==> config.mk <==
export PLATFORM = sky130hd
export DESIGN_NAME = level_sensor_window_average_quantizer
export DESIGN_NICKNAME = d
export VERILOG_FILES = /design/src/design/lswaq_pkg.sv /design/src/design/lswaq_ram.sv /design/src/design/lswaq_div.sv /design/src/design/lswaq_ctrl.sv /design/src/design/lswaq_datapath.sv /design/src/design/level_sensor_window_average_quantizer.sv
export SDC_FILE = /design/constraint.sdc
export NUM_CORES = 1
export LEC_CHECK = 0
export BUFFER_PORTS_ARGS = -buffer_cell sky130_fd_sc_hd__buf_4
export CAP_MARGIN = 20
export CORE_UTILIZATION = 45
export CTS_BUF_LIST = sky130_fd_sc_hd__clkbuf_8
export CTS_CLUSTER_SIZE = 28
export DETAILED_ROUTE_END_ITERATION = 6
export PLACE_DENSITY = 0.74
export SLEW_MARGIN = 15
export SYNTH_ARGS = -nofsm -noshare
export SYNTH_HDL_FRONTEND = slang
export SYNTH_SLANG_ARGS = --single-unit
==> constraint.sdc <==
create_clock -name clk -period 7.8 [get_ports clk]
set_input_delay 1.56 -clock clk [delete_from_list [all_inputs] [get_ports clk]]
set_output_delay 1.56 -clock clk [all_outputs]
set_load 0.02 [all_outputs]
==> src/design/lswaq_pkg.sv <==
package lswaq_pkg;

	localparam int CFG_IDX_W  = 1;
	localparam int CFG_DATA_W = 10;

	localparam logic [CFG_IDX_W-1:0] CFG_FULL_SCALE   = 1'b0;
	localparam logic [CFG_IDX_W-1:0] CFG_STABLE_COUNT = 1'b1;

	localparam int FS_W    = 10;
	localparam int STAB_W  = 3;
	localparam int LEVEL_W = 7;
	// 1023 * 100 fits in 17 bits
	localparam int PROD_W  = 17;

	localparam logic [FS_W-1:0]    FULL_SCALE_RST   = 10'd800;
	localparam logic [STAB_W-1:0]  STABLE_COUNT_RST = 3'd5;
	localparam logic [LEVEL_W-1:0] PCT_FULL         = 7'd100;
	localparam logic [LEVEL_W-1:0] STEP_TEN         = 7'd10;
	localparam logic [LEVEL_W-1:0] STEP_HALF        = 7'd5;
	// floor(x / 10) == (x * 205) >> 11 for x up to 100
	localparam logic [14:0]        RECIP_TEN        = 15'd205;

	localparam logic DIV_SEL_AVG = 1'b0;
	localparam logic DIV_SEL_PCT = 1'b1;

	typedef struct packed {
		logic load;
		logic upd;
		logic div_start;
		logic div_sel;
		logic scale;
		logic finish;
	} cmd_t;

	typedef struct packed {
		logic div_done;
		logic out_busy;
	} sts_t;

	function automatic logic [LEVEL_W-1:0] quantize_five(input logic [LEVEL_W-1:0] pct);
		logic [14:0]        prod;
		logic [3:0]         tens;
		logic [LEVEL_W-1:0] tens_x10;
		logic [LEVEL_W-1:0] ones;
		logic [LEVEL_W-1:0] result;
		prod     = {8'd0, pct} * RECIP_TEN;
		tens     = prod[14:11];
		tens_x10 = {3'd0, tens} * STEP_TEN;
		ones     = pct - tens_x10;
		if (ones > STEP_HALF) begin
			result = tens_x10 + STEP_HALF;
		end else begin
			result = tens_x10;
		end
		return result;
	endfunction

endpackage

==> src/design/lswaq_ram.sv <==
module lswaq_ram #(
	parameter int WIDTH = 10,
	parameter int DEPTH = 8
) (
	input  logic                                   clk,
	input  logic                                   we,
	input  logic [(DEPTH > 1 ? $clog2(DEPTH) : 1)-1:0] waddr,
	input  logic [WIDTH-1:0]                       wdata,
	input  logic [(DEPTH > 1 ? $clog2(DEPTH) : 1)-1:0] raddr,
	output logic [WIDTH-1:0]                       rdata
);

	logic [WIDTH-1:0] mem [DEPTH];
	logic [WIDTH-1:0] rdata_q;

	always_ff @(posedge clk) begin
		if (we) begin
			mem[waddr] <= wdata;
		end
		rdata_q <= mem[raddr];
	end

	assign rdata = rdata_q;

endmodule

==> src/design/lswaq_div.sv <==
module lswaq_div #(
	parameter int DIVIDEND_W = 17,
	parameter int DIVISOR_W  = 10
) (
	input  logic                  clk,
	input  logic                  arst_n,
	input  logic                  start,
	input  logic [DIVIDEND_W-1:0] dividend,
	input  logic [DIVISOR_W-1:0]  divisor,
	output logic [DIVIDEND_W-1:0] quotient,
	output logic                  done
);

	localparam int CNT_W = $clog2(DIVIDEND_W + 1);

	logic [DIVIDEND_W-1:0] quo_q;
	logic [DIVISOR_W-1:0]  rem_q;
	logic [DIVISOR_W-1:0]  dvs_q;
	logic [CNT_W-1:0]      cnt_q;
	logic                  busy_q;
	logic                  done_q;

	logic [DIVISOR_W:0]    rem_sh;
	logic [DIVISOR_W:0]    rem_nx;
	logic                  ge;

	// restoring divide, one quotient bit per cycle
	always_comb begin
		rem_sh = {rem_q, quo_q[DIVIDEND_W-1]};
		ge     = rem_sh >= {1'b0, dvs_q};
		rem_nx = ge ? (rem_sh - {1'b0, dvs_q}) : rem_sh;
	end

	always_ff @(posedge clk or negedge arst_n) begin
		if (!arst_n) begin
			busy_q <= 1'b0;
			done_q <= 1'b0;
			cnt_q  <= '0;
		end else if (start) begin
			busy_q <= 1'b1;
			done_q <= 1'b0;
			cnt_q  <= CNT_W'(DIVIDEND_W);
		end else if (busy_q) begin
			cnt_q <= cnt_q - CNT_W'(1);
			if (cnt_q == CNT_W'(1)) begin
				busy_q <= 1'b0;
				done_q <= 1'b1;
			end
		end else begin
			done_q <= 1'b0;
		end
	end

	always_ff @(posedge clk) begin
		if (start) begin
			quo_q <= dividend;
			rem_q <= '0;
			dvs_q <= divisor;
		end else if (busy_q) begin
			quo_q <= {quo_q[DIVIDEND_W-2:0], ge};
			rem_q <= rem_nx[DIVISOR_W-1:0];
		end
	end

	assign quotient = quo_q;
	assign done     = done_q;

endmodule

==> src/design/lswaq_ctrl.sv <==
module lswaq_ctrl
	import lswaq_pkg::*;
(
	input  logic clk,
	input  logic arst_n,
	input  logic in_valid,
	output logic in_ready,
	input  sts_t sts,
	output cmd_t cmd
);

	localparam logic [2:0] ST_IDLE  = 3'd0;
	localparam logic [2:0] ST_UPD   = 3'd1;
	localparam logic [2:0] ST_DIV1  = 3'd2;
	localparam logic [2:0] ST_WAIT1 = 3'd3;
	localparam logic [2:0] ST_SCALE = 3'd4;
	localparam logic [2:0] ST_DIV2  = 3'd5;
	localparam logic [2:0] ST_WAIT2 = 3'd6;
	localparam logic [2:0] ST_FIN   = 3'd7;

	logic [2:0] state_q;
	logic [2:0] state_nx;

	always_comb begin
		state_nx = state_q;
		cmd      = '0;
		in_ready = 1'b0;
		case (state_q)
			ST_IDLE: begin
				in_ready = 1'b1;
				if (in_valid) begin
					cmd.load = 1'b1;
					state_nx = ST_UPD;
				end
			end
			ST_UPD: begin
				cmd.upd  = 1'b1;
				state_nx = ST_DIV1;
			end
			ST_DIV1: begin
				cmd.div_start = 1'b1;
				cmd.div_sel   = DIV_SEL_AVG;
				state_nx      = ST_WAIT1;
			end
			ST_WAIT1: begin
				if (sts.div_done) begin
					state_nx = ST_SCALE;
				end
			end
			ST_SCALE: begin
				cmd.scale = 1'b1;
				state_nx  = ST_DIV2;
			end
			ST_DIV2: begin
				cmd.div_start = 1'b1;
				cmd.div_sel   = DIV_SEL_PCT;
				state_nx      = ST_WAIT2;
			end
			ST_WAIT2: begin
				if (sts.div_done) begin
					state_nx = ST_FIN;
				end
			end
			ST_FIN: begin
				// hold while the previous result has not been taken
				if (!sts.out_busy) begin
					cmd.finish = 1'b1;
					state_nx   = ST_IDLE;
				end
			end
			default: begin
				state_nx = ST_IDLE;
			end
		endcase
	end

	always_ff @(posedge clk or negedge arst_n) begin
		if (!arst_n) begin
			state_q <= ST_IDLE;
		end else begin
			state_q <= state_nx;
		end
	end

endmodule

==> src/design/lswaq_datapath.sv <==
module lswaq_datapath
	import lswaq_pkg::*;
#(
	parameter int WINDOW_DEPTH = 8,
	parameter int SAMPLE_BITS  = 10
) (
	input  logic                  clk,
	input  logic                  arst_n,
	input  cmd_t                  cmd,
	output sts_t                  sts,
	input  logic [9:0]            in_sample,
	output logic                  out_valid,
	input  logic                  out_ready,
	output logic [LEVEL_W-1:0]    out_level,
	input  logic                  cfg_we,
	input  logic [CFG_IDX_W-1:0]  cfg_index,
	input  logic [CFG_DATA_W-1:0] cfg_wdata
);

	localparam int SW    = SAMPLE_BITS < 10 ? SAMPLE_BITS : 10;
	localparam int AW    = WINDOW_DEPTH > 1 ? $clog2(WINDOW_DEPTH) : 1;
	localparam int CW    = $clog2(WINDOW_DEPTH + 1);
	localparam int SUM_W = SW + CW;
	localparam int DIV_W = SUM_W > PROD_W ? SUM_W : PROD_W;
	localparam int DVS_W = CW > FS_W ? CW : FS_W;

	logic [FS_W-1:0]    fs_q;
	logic [STAB_W-1:0]  sc_q;
	logic [SW-1:0]      sample_q;
	logic [AW-1:0]      ptr_q;
	logic               full_q;
	logic [SUM_W-1:0]   sum_q;
	logic [CW-1:0]      cnt_q;
	logic [PROD_W-1:0]  prod_q;
	logic [LEVEL_W-1:0] reported_q;
	logic [STAB_W-1:0]  stab_q;
	logic               out_valid_q;
	logic [LEVEL_W-1:0] out_data_q;

	logic [SW-1:0]      rd_data;
	logic [SW-1:0]      oldest;
	logic               wrap;
	logic [DIV_W-1:0]   div_dividend;
	logic [DVS_W-1:0]   div_divisor;
	logic [DIV_W-1:0]   quotient;
	logic               div_done;
	logic [FS_W-1:0]    avg_c;
	logic [LEVEL_W-1:0] pct;
	logic [LEVEL_W-1:0] level;
	logic [STAB_W-1:0]  stab_inc;
	logic               differ;
	logic               report;

	lswaq_ram #(
		.WIDTH (SW),
		.DEPTH (WINDOW_DEPTH)
	) u_window (
		.clk   (clk),
		.we    (cmd.upd),
		.waddr (ptr_q),
		.wdata (sample_q),
		.raddr (ptr_q),
		.rdata (rd_data)
	);

	lswaq_div #(
		.DIVIDEND_W (DIV_W),
		.DIVISOR_W  (DVS_W)
	) u_div (
		.clk      (clk),
		.arst_n   (arst_n),
		.start    (cmd.div_start),
		.dividend (div_dividend),
		.divisor  (div_divisor),
		.quotient (quotient),
		.done     (div_done)
	);

	// slots not yet written since reset read as empty
	assign oldest = full_q ? rd_data : '0;
	assign wrap   = ptr_q == AW'(WINDOW_DEPTH - 1);

	always_comb begin
		if (cmd.div_sel == DIV_SEL_PCT) begin
			div_dividend = DIV_W'(prod_q);
			div_divisor  = DVS_W'(fs_q);
		end else begin
			div_dividend = DIV_W'(sum_q);
			div_divisor  = DVS_W'(cnt_q);
		end
	end

	always_comb begin
		if (cnt_q == '0) begin
			avg_c = '0;
		end else if (quotient > DIV_W'(fs_q)) begin
			avg_c = fs_q;
		end else begin
			avg_c = quotient[FS_W-1:0];
		end
		pct      = (fs_q == '0) ? '0 : quotient[LEVEL_W-1:0];
		level    = quantize_five(pct);
		differ   = level != reported_q;
		stab_inc = stab_q + STAB_W'(1);
		report   = differ && (stab_inc >= sc_q);
	end

	always_ff @(posedge clk or negedge arst_n) begin
		if (!arst_n) begin
			fs_q        <= FULL_SCALE_RST;
			sc_q        <= STABLE_COUNT_RST;
			ptr_q       <= '0;
			full_q      <= 1'b0;
			sum_q       <= '0;
			cnt_q       <= '0;
			reported_q  <= '0;
			stab_q      <= '0;
			out_valid_q <= 1'b0;
		end else begin
			if (cfg_we) begin
				case (cfg_index)
					CFG_FULL_SCALE:   fs_q <= cfg_wdata[FS_W-1:0];
					CFG_STABLE_COUNT: sc_q <= cfg_wdata[STAB_W-1:0];
					default: begin
					end
				endcase
			end
			// a new level only lands once the pending one is taken or gone
			if (cmd.finish && report) begin
				out_valid_q <= 1'b1;
			end else if (out_ready) begin
				out_valid_q <= 1'b0;
			end
			if (cmd.upd) begin
				sum_q  <= sum_q + SUM_W'(sample_q) - SUM_W'(oldest);
				cnt_q  <= cnt_q + CW'(sample_q != '0) - CW'(oldest != '0);
				ptr_q  <= wrap ? '0 : ptr_q + AW'(1);
				if (wrap) begin
					full_q <= 1'b1;
				end
			end
			if (cmd.finish && differ) begin
				if (report) begin
					stab_q      <= '0;
					reported_q  <= level;
				end else begin
					stab_q <= stab_inc;
				end
			end
		end
	end

	always_ff @(posedge clk) begin
		if (cmd.load) begin
			sample_q <= in_sample[SW-1:0];
		end
		if (cmd.scale) begin
			prod_q <= PROD_W'(avg_c) * PROD_W'(PCT_FULL);
		end
		if (cmd.finish && report) begin
			out_data_q <= level;
		end
	end

	assign sts.div_done = div_done;
	assign sts.out_busy = out_valid_q && !out_ready;
	assign out_valid    = out_valid_q;
	assign out_level    = out_data_q;

	a_sum_cnt_agree: assert property (@(posedge clk) disable iff (!arst_n)
		(cnt_q == '0) == (sum_q == '0))
		else $error("window sum and nonzero count disagree");

	a_cnt_bound: assert property (@(posedge clk) disable iff (!arst_n)
		cnt_q <= CW'(WINDOW_DEPTH))
		else $error("nonzero count beyond window depth");

	a_out_is_reported: assert property (@(posedge clk) disable iff (!arst_n)
		out_valid_q |-> (out_data_q == reported_q) && (out_data_q <= PCT_FULL))
		else $error("pending level does not match the stored level");

	a_stab_bound: assert property (@(posedge clk) disable iff (!arst_n)
		stab_q != 3'd7)
		else $error("stabiliser counter held at a value that must report");

endmodule

==> src/design/level_sensor_window_average_quantizer.sv <==
// level sensor window average quantiser
// s_axis carries one pressure sample per transaction (tdata[9:0], zero means no reading);
// m_axis carries a newly reported fill level in percent (tdata[6:0]), 0..100 in steps of 5.
// most samples give no result; one is given only when a differing level has been seen
// often enough since the last report, not necessarily in a row, to reach the stabiliser count.
// cfg_we/cfg_index/cfg_wdata write full_scale (index 0) and stable_count (index 1);
// write them only while no sample is in flight.
// one sample is worked on at a time: s_axis_tready is high only when the block is idle.
// a sample's pace is set by the shared serial divider, which runs once for the window
// average and once for the percentage; DIV_W is the wider of the window sum and 17 bits.
// the window lives in a small ram with a running sum and nonzero count, so the
// per-sample cost does not grow with the window depth.
// reset empties the window at once (a fill flag masks unwritten slots), clears the
// reported level and stabiliser counter, and loads full_scale 800 and stable_count 5.
// the result sits in an output register; a new sample is taken while it waits, and the
// block only holds at the end of the next sample if that result is still not taken.
module level_sensor_window_average_quantizer
	import lswaq_pkg::*;
#(
	parameter int WINDOW_DEPTH = 8,
	parameter int SAMPLE_BITS  = 10
) (
	input  logic                  clk,
	input  logic                  arst_n,
	input  logic                  s_axis_tvalid,
	output logic                  s_axis_tready,
	input  logic [15:0]           s_axis_tdata,  // [9:0] sample
	output logic                  m_axis_tvalid,
	input  logic                  m_axis_tready,
	output logic [7:0]            m_axis_tdata,  // [6:0] level_percent
	input  logic                  cfg_we,
	input  logic [CFG_IDX_W-1:0]  cfg_index,
	input  logic [CFG_DATA_W-1:0] cfg_wdata
);

	cmd_t               cmd;
	sts_t               sts;
	logic [LEVEL_W-1:0] out_level;

	lswaq_ctrl u_ctrl (
		.clk      (clk),
		.arst_n   (arst_n),
		.in_valid (s_axis_tvalid),
		.in_ready (s_axis_tready),
		.sts      (sts),
		.cmd      (cmd)
	);

	lswaq_datapath #(
		.WINDOW_DEPTH (WINDOW_DEPTH),
		.SAMPLE_BITS  (SAMPLE_BITS)
	) u_datapath (
		.clk       (clk),
		.arst_n    (arst_n),
		.cmd       (cmd),
		.sts       (sts),
		.in_sample (s_axis_tdata[9:0]),
		.out_valid (m_axis_tvalid),
		.out_ready (m_axis_tready),
		.out_level (out_level),
		.cfg_we    (cfg_we),
		.cfg_index (cfg_index),
		.cfg_wdata (cfg_wdata)
	);

	assign m_axis_tdata = {1'b0, out_level};

endmodule

## After elaboration in Yosys (flattened, before gate mapping)

Memory sizes are Yosys's and may differ from the RTL's. A register that Yosys moved wholly into a read port is not among the register bits.
Index checks and enable logic that the tools add are counted.
W data, S select, Z words.

| word-level totals | value |
|---|---|
| bits in registers | 125 |
| memory bits (writable) | 80 |
| output and inout port bits | 10 |
| logic and storage cells | 108 |
| memories | 1 |

| operators by class | value |
|---|---|
| add/sub/neg operators | 10 |
| multiply operators | 3 |
| magnitude comparators | 4 |
| equality and inequality tests | 15 |
| mux-type cells | 37 |
| bitwise operators | 1 |
| reductions and logical operators | 17 |

Memory list:

| memory | depth | width | read ports | clocked after memory_dff | wr ports | RTL line | source |
|---|---|---|---|---|---|---|---|
| u_datapath.u_window.mem | 8 | 10 | 1 | 1 | 1 | lswaq_ram.sv:13 | `logic [WIDTH-1:0] mem [DEPTH];` |

Operators with widths:

| operator | count |
|---|---|
| $mux W17 | 3 |
| $mux W10 | 4 |
| $pmux W3 S8 | 1 |
| $reduce_bool A10 Y1 | 2 |
| $mux W3 | 6 |
| $gt A17 B10 Y1 | 1 |
| $mux W1 | 17 |
| $eq A3 B3 Y1 const B | 5 |
| $mul A10 B5 Y15 const B | 1 |
| $mul A7 B8 Y15 const B | 1 |
| $add A14 B10 Y14 | 1 |
| $mux W7 | 2 |
| $sub A14 B10 Y14 | 1 |
| $ge A11 B10 Y1 | 1 |
| $logic_not A10 Y1 | 1 |
| $mux W5 | 2 |
| $sub A10 B10 Y10 | 1 |
| $reduce_and A2 Y1 | 4 |
| $add A7 B3 Y7 const B | 1 |
| $gt A7 B3 Y1 const B | 1 |
| $ne A7 B7 Y1 | 1 |
| $sub A7 B7 Y7 | 1 |
| $add A3 B1 Y3 const B | 2 |
| $eq A3 B2 Y1 const B | 2 |
| other kinds (19) | 25 |

## Depth between registers and ports, before layout

Gate-level depths: netlist (run 1).

| logic depth | value |
|---|---|
| word-level depth | 11 |
| mapped depth | 33 |
| gate-level depth less buffers | 32 |

## Hierarchy

From an unflattened synthesis (run 1), not the netlist that was laid out.

| second synthesis, totals | value |
|---|---|
| cells, all modules | 1117 |
| area total of the unflattened synthesis | 12959.9 µm² |

Modules (own cells, without submodules):

| module | times used | cells an instance | area an instance (µm²) |
|---|---|---|---|
| lswaq_datapath | 1 | 766 | 7153.1 |
| lswaq_ram | 1 | 138 | 3333.2 |
| lswaq_div | 1 | 187 | 2260.9 |
| lswaq_ctrl | 1 | 24 | 201.4 |
| level_sensor_window_average_quantizer | 1 | 2 | 11.3 |

## Worst setup path after synthesis (run 1)

Ideal clock, no wire load.

| timing path | value |
|---|---|
| kind | register to register |
| start point | reg u_datapath.fs_q[0] |
| end point | reg u_datapath.reported_q[1] |
| library setup time | 125 ps |
| arrival time | 8217 ps |
| data required time | 7675 ps |
| setup slack | -542 ps |
| stages on the path, launching flop included | 34 |
| buffers on the path | 1 |
| period minus slack after synthesis | 8342 ps |
| cells stage by stage | dfrtp_1 > nor4_4 > nand3_4 > and2_0 > clkbuf_1 > ha_1 > ha_1 > fa_1 > inv_1 > fa_1 > inv_1 > ha_1 > nand4_1 > a21oi_1 > a31o_2 > or3_1 > nand3_1 > inv_1 > xnor2_1 > ha_1 > inv_1 > fa_1 > ha_1 > nand2_1 > a311oi_1 > a2111oi_1 > xnor2_1 > nand3_1 > mux2i_2 > mux2_4 > a2111oi_4 > nand3_4 > nand2_8 > mux2_4 |

| between the ends | value |
|---|---|
| cells in the longest elaborated chain, start to end | 10 |

Ends and longest elaborated chain:

| what | RTL line | source |
|---|---|---|
| start, declared | lswaq_datapath.sv:27 | `logic [FS_W-1:0] fs_q;` |
| start signal, assigned | lswaq_datapath.sv:122 | `CFG_FULL_SCALE: fs_q <= cfg_wdata[FS_W-1:0];` |
| $logic_not A10 Y1 (*) | lswaq_datapath.sv:101 | `pct = (fs_q == '0) ? '0 : quotient[LEVEL_W-1:0];` |
| $mux W7 (*) | lswaq_datapath.sv:101 |  |
| $mul A7 B8 Y15 | lswaq_pkg.sv:46 | `prod = {8'd0, pct} * RECIP_TEN;` |
| $mul A4 B3 Y6 | lswaq_pkg.sv:48 | `tens_x10 = {3'd0, tens} * STEP_TEN;` |
| $sub A7 B7 Y7 | lswaq_pkg.sv:49 | `ones = pct - tens_x10;` |
| $gt A7 B3 Y1 | lswaq_pkg.sv:50 | `if (ones > STEP_HALF) begin` |
| $mux W7 (*) | lswaq_pkg.sv:50 |  |
| net u_datapath.level[3] | lswaq_datapath.sv:49 | `logic [LEVEL_W-1:0] level;` |
| $ne A7 B7 Y1 (*) | lswaq_datapath.sv:103 | `differ = level != reported_q;` |
| $logic_and A1 B1 Y1, on equally long branches | lswaq_datapath.sv:142, lswaq_datapath.sv:105 |  |
| $reduce_and A2 Y1 (no line) (*) | - |  |
| end signal, assigned | lswaq_datapath.sv:145 | `reported_q <= level;` |
| end, declared | lswaq_datapath.sv:35 | `logic [LEVEL_W-1:0] reported_q;` |

Mark *: on every way through the listed nets, which the timed path passes. The rest lies on a longest branch.
A chain may end at the register's enable or synchronous reset.

## Final worst setup path (run 1)

| timing path | value |
|---|---|
| start point | reg u_datapath.fs_q[4] |
| end point | reg u_datapath.reported_q[0] |

The elaborated chain is that of the path after synthesis.

==> results of run 1 <==
==> metrics by stage <==
| stage | util, % | setup slack, ns | instances | instance area, um2 | setup TNS (ns) |
|---|---|---|---|---|---|
| detailed placement | 50.26 | -0.2440 | 1580 | 14000 | -3.435 |
| floorplan | - | 0.001553 | 1137 | 12910 | 0 |
| CTS | 53.44 | -0.03216 | 1657 | 14890 | -0.2929 |
| global placement | 50.22 | -0.06809 | 1579 | 13990 | -0.8144 |
| finish | 53.86 | 0.03228 | 1662 | 15010 | 0 |
| global route | 53.86 | -0.2870 | 1662 | 15010 | -4.584 |
==> what timing repair did <==
| item | in CTS | in global routing |
|---|---|---|
| pin swaps | 28 | 8 |
| setup buffers | 9 | 4 |
| endpoints found under the setup margin | 17 | 17 |
| resized for setup | 26 | 20 |
==> worst paths after layout <==
kind,startpoint,to,slack (ns),cells after the start
max,u_datapath.fs_q[4],u_datapath.reported_q[0],0.03,33
min,u_datapath.u_div.rem_q[9],u_datapath.u_div.rem_q[9],0.46,2
max reg2reg,u_datapath.fs_q[4],u_datapath.reported_q[0],0.03,33
min reg2reg,u_datapath.u_div.rem_q[9],u_datapath.u_div.rem_q[9],0.46,2
max in group asynchronous,arst_n,u_datapath.sum_q[0],6.18,1
min in group asynchronous,arst_n,u_datapath.fs_q[7],1.09,1
==> flip-flops by register name, summed over array words and instances, names as in the netlist, 10 cells and up <==
register / count
u_datapath.prod_q: 15
u_datapath.u_window.rdata: 10
u_datapath.u_window.mem: 80
u_datapath.u_div.quotient: 17
u_datapath.fs_q: 10
u_datapath.sum_q: 14
u_datapath.u_div.dvs_q: 10
u_datapath.sample_q: 10
u_datapath.u_div.rem_q: 10
==> Yosys cell counts, types with 6 or more instances <==
| library cell | n |
|---|---|
| a21o_1 | 11 |
| nand2_1 | 83 |
| a221oi_1 | 6 |
| a21oi_1 | 50 |
| ha_1 | 124 |
| nor2_1 | 75 |
| mux2_2 | 17 |
| a31oi_1 | 9 |
| mux2i_1 | 34 |
| mux2_4 | 7 |
| dfrtp_1 | 51 |
| nand2b_1 | 11 |
| nand4_1 | 7 |
| o21ai_0 | 57 |
| mux4_2 | 12 |
| dfxtp_1 | 20 |
| clkbuf_1 | 24 |
| xor2_1 | 14 |
| and3_1 | 9 |
| or2_2 | 7 |
| fa_1 | 27 |
| edfxtp_1 | 139 |
| nor2b_1 | 18 |
| xnor2_1 | 31 |
| nor3_1 | 13 |
| o21a_1 | 8 |
| inv_1 | 147 |
| nand3_1 | 13 |
| nor4_1 | 10 |
| and2_1 | 17 |
==> cells in the final DEF (no fill, tap or decap), types with 14 or more instances in the layout <==
cell type	Yosys	layout
nor2_1	75	74
o21ai_0	57	56
fa_1	27	24
buf_4	1	105
inv_1	147	160
ha_1	124	111
clkbuf_8	0	39
edfxtp_1	139	139
mux2i_1	34	34
mux2_2	17	17
xnor2_1	31	30
nor2b_1	18	18
nand2_1	83	80
a21oi_1	50	47
and2_1	17	14
dfxtp_1	20	20
dfrtp_1	51	51
==> cell type report <==
| cell class | count | area, um2 | share of cell area (%) |
|---|---|---|---|
| Clock buffer | 39 | 536.8 | 3.577 |
| Clock inverter | 29 | 141.4 | 0.9422 |
| Inverter | 149 | 561.8 | 3.744 |
| Multi-Input combinational cell | 743 | 6477 | 43.17 |
| Sequential cell | 215 | 5982 | 39.87 |
| Tap cell | 378 | 473.0 | 3.152 |
| Timing Repair Buffer | 109 | 833.3 | 5.553 |
==> critical path, delay by kind of cell, from the launching register on <==
| kind | cells | cell delay, ns |
|---|---|---|
| AOI/OAI and AO/OA | 6 | 1.40 |
| xor gates and xnor gates | 2 | 0.30 |
| adders and majority gates | 8 | 2.61 |
| buffers and inverters | 5 | 0.35 |
| DFF | 1 | 0.41 |
| muxes | 3 | 0.86 |
| and+or+nand+nor | 9 | 1.68 |
==> layer usage <==
metal / global-route usage [%] / share of wire [%] / up-vias
met2: 33.49 / 50 / 161
li1: - / - / 4254
met3: 2.799 / 3.8 / 51
met5: 0 / 0 / -
met4: 6.071 / 2.3 / 0
met1: 22.93 / 44 / 4134
==> kinds of logic (layout without fill, tap and decap cells) <==
group	count (synthesis)	after routing
buffers and inverters	179	326
flip-flops	215	215
AND/OR/NAND/NOR	279	279
XOR/XNOR	48	48
AO/OA/AOI/OAI	192	192
adder cells (fa/ha/maj)	151	151
multiplexers	72	72
other	1	1
==> results by group, run 1 <==
Synthesis
  – Largest family of logic cells by synthesized area: adder cells
  – Top cell type's share of synthesized area: 32.61%
  – Synth Warn #: 0
  – Synth async-reset ratio: 26.05%
  – Synth Area in Simple Gates: 10.89%
  – Post-synthesis xor/xnor area fraction: 3.637%
  – Mapped Avg Cell Area: 11.26 um2
  – Synth Net Count: 1320
  – Top cell type by total area after synthesis: edfxtp_1
  – Synth Cell Area: 12800 um2
  – Mux cell area share after synthesis: 7.283%
  – Number of synthesized flops with an enable pin: 139
  – Synth Area in Compound Gates: 9.796%
  – Post-synthesis adder-cell area fraction: 16.35%
  – Post-synthesis sequential area ratio: 46.74%
  – Yosys reg bits: 215
  – Synth cell types: 75
  – Post-Syn Instances: 1137
  – Synth top area cells: edfxtp_1 (33%), ha_1 (12%), dfrtp_1 (10%)
  – Ys flop type: edfxtp_1

STA
  – Period utilisation layout: 99.59%
  – Clock skew: 0.02528 ns
  – Final Hold Viols: 0
  – Minimum hold slack: 0.4563 ns
  – Fmax: 0.1287 GHz
  – RSZ-0062 raised after global routing: yes
  – Final max-slew violation count: 0
  – Slew headroom: 28.44%
  – Min cycle time layout: 7.768 ns
  – Final setup violation count: 0
  – Worst Tran Pin Value: 1.069 ns

Worst setup path
  – Critical Path AT: 8.17 ns
  – Slowest stage cell, crit path: fa_2
  – CP Capture Type: flip-flop
  – Startpoint types: flip-flop
  – Slowest stage delay, CP: 0.55 ns
  – Required time of the critical path: 8.20 ns
  – Largest fanout on the critical path: 8
  – Worst setup path category: reg -> reg

Clocking
  – CTS Buffer Depth: 3
  – Sink Count: 215
  – Worst skew pair latency: 0.54 ns
  – CTS tree: built
  – Clock Tree Root: clkbuf_8
  – Hold Buf Count CTS: 0
  – CTS clk-pin slew, worst paths: 0.06 ns
  – H-tree Lvls: 2
  – Num CTS Buffers: 37

Die
  – Core area: 27860 um2
  – Die footprint: 29120 um2
  – Vert. Die Dim: 170.6 um
  – Ports: 42
  – Initial Utilization: 45.94%
  – Row count: 61
  – Die X: 170.6 um

Global route
  – GRT Resource Usage Total: 18.69%
  – Vias in the first global route: 8853
  – Largest net degree at the start of global routing: 57
  – First-pass GRT wire length: 43.10 mm
  – Initial antenna violation count: 0
  – Grt total ovfl: 0

Min path
  – Worst Hold Class: reg -> reg

Route
  – Routed vias: 8600
  – Antenna Nets Post-Route: 0
  – DRT Wirelength: 26.63 mm
  – Pre-Repair DR Iteration Count: 5
  – Detailed Route Iter0 Violations: 503
  – Drt wl/cell: 16.02 um
  – Via density: 5.174
  – DRC Markers: 0

Cells and area
  – Area Growth Syn to Fin: 17.24%
  – Filler cells: 2330
  – Final Net Count: 1438
  – Antenna diode count: 0
  – Fraction of layout cells with a size suffix above 1: 21.18%

Flow run
  – # Max-Cap Violations: 0

Placement
  – Input/output buffers: 34
  – Post-DP HPWL: 19.16 mm
  – Gpl congestion: 0.8380

Run status
  – Outcome: finished clean
Power of run 1 is not shown: default switching activity piles up to over one toggle a cycle in this logic, so the estimate is an artifact.
==> run 2, diff against run 1 <==
Settings changed: CORE_UTILIZATION 45 to 55, PLACE_DENSITY 0.74 to 0.86.
==> run 2 against run 1 <==
Against the previous run:
- the flow now finishes with violations (setup timing)
- final cell count shrank 5.6%
- sequential cell count unchanged
- global-route usage rose by 5.3 points
- final area is 0.84% lower
- die area fell by 18%
- non-clock buffer count rose by 2
- core utilization increased by 12 points
- routed wire length increased by 3.8%
- setup slack worse by 0.19 ns
- critical endpoint is now u_datapath.reported_q[3]
==> results by group, run 2 (same netlist as run 1, synthesis figures left out) <==
Run status
  – Outcome: complete, but fails checks (was finished clean)
  – Failing checks: setup timing

Die
  – Row count: 55 (was 61)
  – Die X: 154.5 um (was 170.6 um)
  – Ports: 42 (unchanged)
  – Vert. Die Dim: 154.5 um (was 170.6 um)
  – Core area: 22710 um2 (was 27860 um2)
  – Die footprint: 23880 um2 (was 29120 um2)
  – Initial Utilization: 56.36% (was 45.94%)

Route
  – Drt wl/cell: 17.63 um (was 16.02 um)
  – Pre-Repair DR Iteration Count: 5 (unchanged)
  – Antenna Nets Post-Route: 0 (unchanged)
  – Via density: 5.738 (was 5.174)
  – DRT Wirelength: 27.66 mm (was 26.63 mm)
  – DRC Markers: 0 (unchanged)
  – Detailed Route Iter0 Violations: 694 (was 503)
  – Routed vias: 9003 (was 8600)

STA
  – Final Hold Viols: 0 (unchanged)
  – Slew headroom: 23.52% (was 28.44%)
  – Final setup violation count: 17 (was 0)
  – Final max-slew violation count: 0 (unchanged)
  – Setup ws final: -0.1541 ns (was 0.03228 ns)
  – Minimum hold slack: 0.4754 ns (was 0.4563 ns)
  – Worst Tran Pin Value: 1.143 ns (was 1.069 ns)
  – Min cycle time layout: 7.954 ns (was 7.768 ns)
  – Period utilisation layout: 102.0% (was 99.59%)
  – RSZ-0062 raised after global routing: yes (unchanged)
  – Clock skew: 0.03600 ns (was 0.02528 ns)
  – Fmax: 0.1257 GHz (was 0.1287 GHz)

Cells and area
  – Fin area: 14880 um2 (was 15010 um2)
  – Commonest non-fill, non-tap cell in the layout: inv_1 (unchanged)
  – Antenna diode count: 0 (unchanged)
  – Register area: 5982 um2 (unchanged)
  – Filler cells: 1614 (was 2330)
  – Most frequent cells in the layout: inv_1 (153), edfxtp_1 (139), ha_1 (113), buf_4 (110), nand2_1 (82) (was inv_1 (160), edfxtp_1 (139), ha_1 (111), buf_4 (105), nand2_1 (80))
  – Most flops, register: u_datapath.u_window.mem (unchanged)
  – Fraction of layout cells with a size suffix above 1: 21.18% (unchanged)
  – Max reg flops: 80 (unchanged)
  – Final Net Count: 1439 (was 1438)
  – Area Growth Syn to Fin: 16.26% (was 17.24%)
  – Multi-input gate area: 6442 um2 (was 6477 um2)

Global route
  – First-pass GRT wire length: 45.55 mm (was 43.10 mm)
  – GRT Resource Usage Total: 23.95% (was 18.69%)
  – Largest net degree at the start of global routing: 57 (unchanged)
  – Grt total ovfl: 0 (unchanged)
  – Initial antenna violation count: 0 (unchanged)
  – Vias in the first global route: 9505 (was 8853)

Worst setup path
  – Register-to-Register Path Depth: 29 (was 33)
  – Slowest stage delay, CP: 0.57 ns (was 0.55 ns)
  – Largest fanout on the critical path: 8 (unchanged)
  – Slowest stage cell, crit path: fa_2 (unchanged)
  – CP Capture Type: flip-flop (unchanged)
  – Reg2Reg Setup Slack: -0.15 ns (was 0.03 ns)
  – Reg2reg start: u_datapath.fs_q[3] (was u_datapath.fs_q[4])
  – Required time of the critical path: 8.20 ns (about the same)
  – Worst reg2reg endpoint: u_datapath.reported_q[3] (was u_datapath.reported_q[0])
  – Critical Path AT: 8.36 ns (was 8.17 ns)
  – Startpoint types: flip-flop (unchanged)
  – Worst setup path category: reg -> reg (unchanged)

Placement
  – Input/output buffers: 34 (unchanged)
  – Gpl congestion: 0.8711 (was 0.8380)
  – Placed cell area: 13860 um2 (was 14000 um2)
  – Post-DP HPWL: 19.60 mm (was 19.16 mm)

Flow run
  – # Max-Cap Violations: 0 (unchanged)

Min path
  – Hold Crit Depth: 2 (unchanged)
  – Worst Hold Class: reg -> reg (unchanged)
  – Hold Crit Endpoint: u_datapath.u_div.rem_q[9] (unchanged)
  – Hold path startpoint: u_datapath.u_div.rem_q[9] (unchanged)

Clocking
  – CTS tree: built (unchanged)
  – CTS Buffer Depth: 3 (unchanged)
  – CTS clk-pin slew, worst paths: 0.06 ns (about the same)
  – Worst skew pair latency: 0.56 ns (was 0.54 ns)
  – Clock Tree Root: clkbuf_8 (unchanged)
  – Hold Buf Count CTS: 0 (unchanged)
  – Num CTS Buffers: 36 (was 37)
  – Sink Count: 215 (unchanged)
  – H-tree Lvls: 2 (unchanged)
run 2: cell types whose count changed in the layout (fill, tap and decap cells not counted), sizes merged:
cell,delta
bufinv,+2
clkinvlp,+2
clkbuf,-1
inv,-12
buf,+1
clkinv,+8
run 2: critical path, delay by kind of cell, from the launching register on:
kind	cells	cell delay (ns)
AO/OA/AOI/OAI	5	1.47
flip-flops	1	0.41
AND/OR/NAND/NOR	8	1.71
XOR/XNOR	3	0.54
buffers and inverters	2	0.10
multiplexers	3	0.86
adder cells (fa/ha/maj)	8	2.73
run 2: per-layer routing:
metal	share of wire (%)	GRT usage, %	routed length, um	up-vias
met5	0	0	0	-
met4	2.9	9.335	806	0
met3	5.1	3.586	1424	73
met2	51	43.72	14190	267
met1	41	28.34	11230	4410
li1	-	-	-	4253
run 2: repair_timing:
action                     CTS  global route
setup buffers                9             6
setup endpoints to repair   17            17
pin swaps                   10             3
gates resized for setup     33             3
run 2: worst max path at each step:
stage,start,to,cells after the start
5_1_grt,u_datapath.fs_q[3],u_datapath.stab_q[0],31
6_report,u_datapath.fs_q[3],u_datapath.reported_q[3],29
4_1_cts,u_datapath.fs_q[0],u_datapath.reported_q[3],31
3_3_place_gp,u_datapath.fs_q[4],u_datapath.reported_q[4],32
2_1_floorplan,u_datapath.fs_q[3],u_datapath.reported_q[6],31
3_5_place_dp,u_datapath.fs_q[4],u_datapath.reported_q[0],32
run 2: cell type report:
type | count | share of cell area [%]
multi-input combinational | 743 | 43.30
sequential | 215 | 40.20
timing repair buffer | 111 | 5.584
inverter | 149 | 3.759
clock buffer | 37 | 3.422
tap | 285 | 2.397
clock inverter | 29 | 1.337
run 2: through the flow:
step                      worst slack (ns)  utilization, %  TNS [ns]  instances
final                              -0.1541           65.52    -2.119       1569
after CTS                        -0.008512           65.23  -0.02181       1561
after global placement            -0.09455           61.05    -1.190       1486
after detailed placement           -0.3403           61.05    -5.166       1486
after floorplan                   0.001553               -         0       1137
after global routing               -0.4493           65.52    -7.158       1569
Power of run 2 is left out for the same reason.
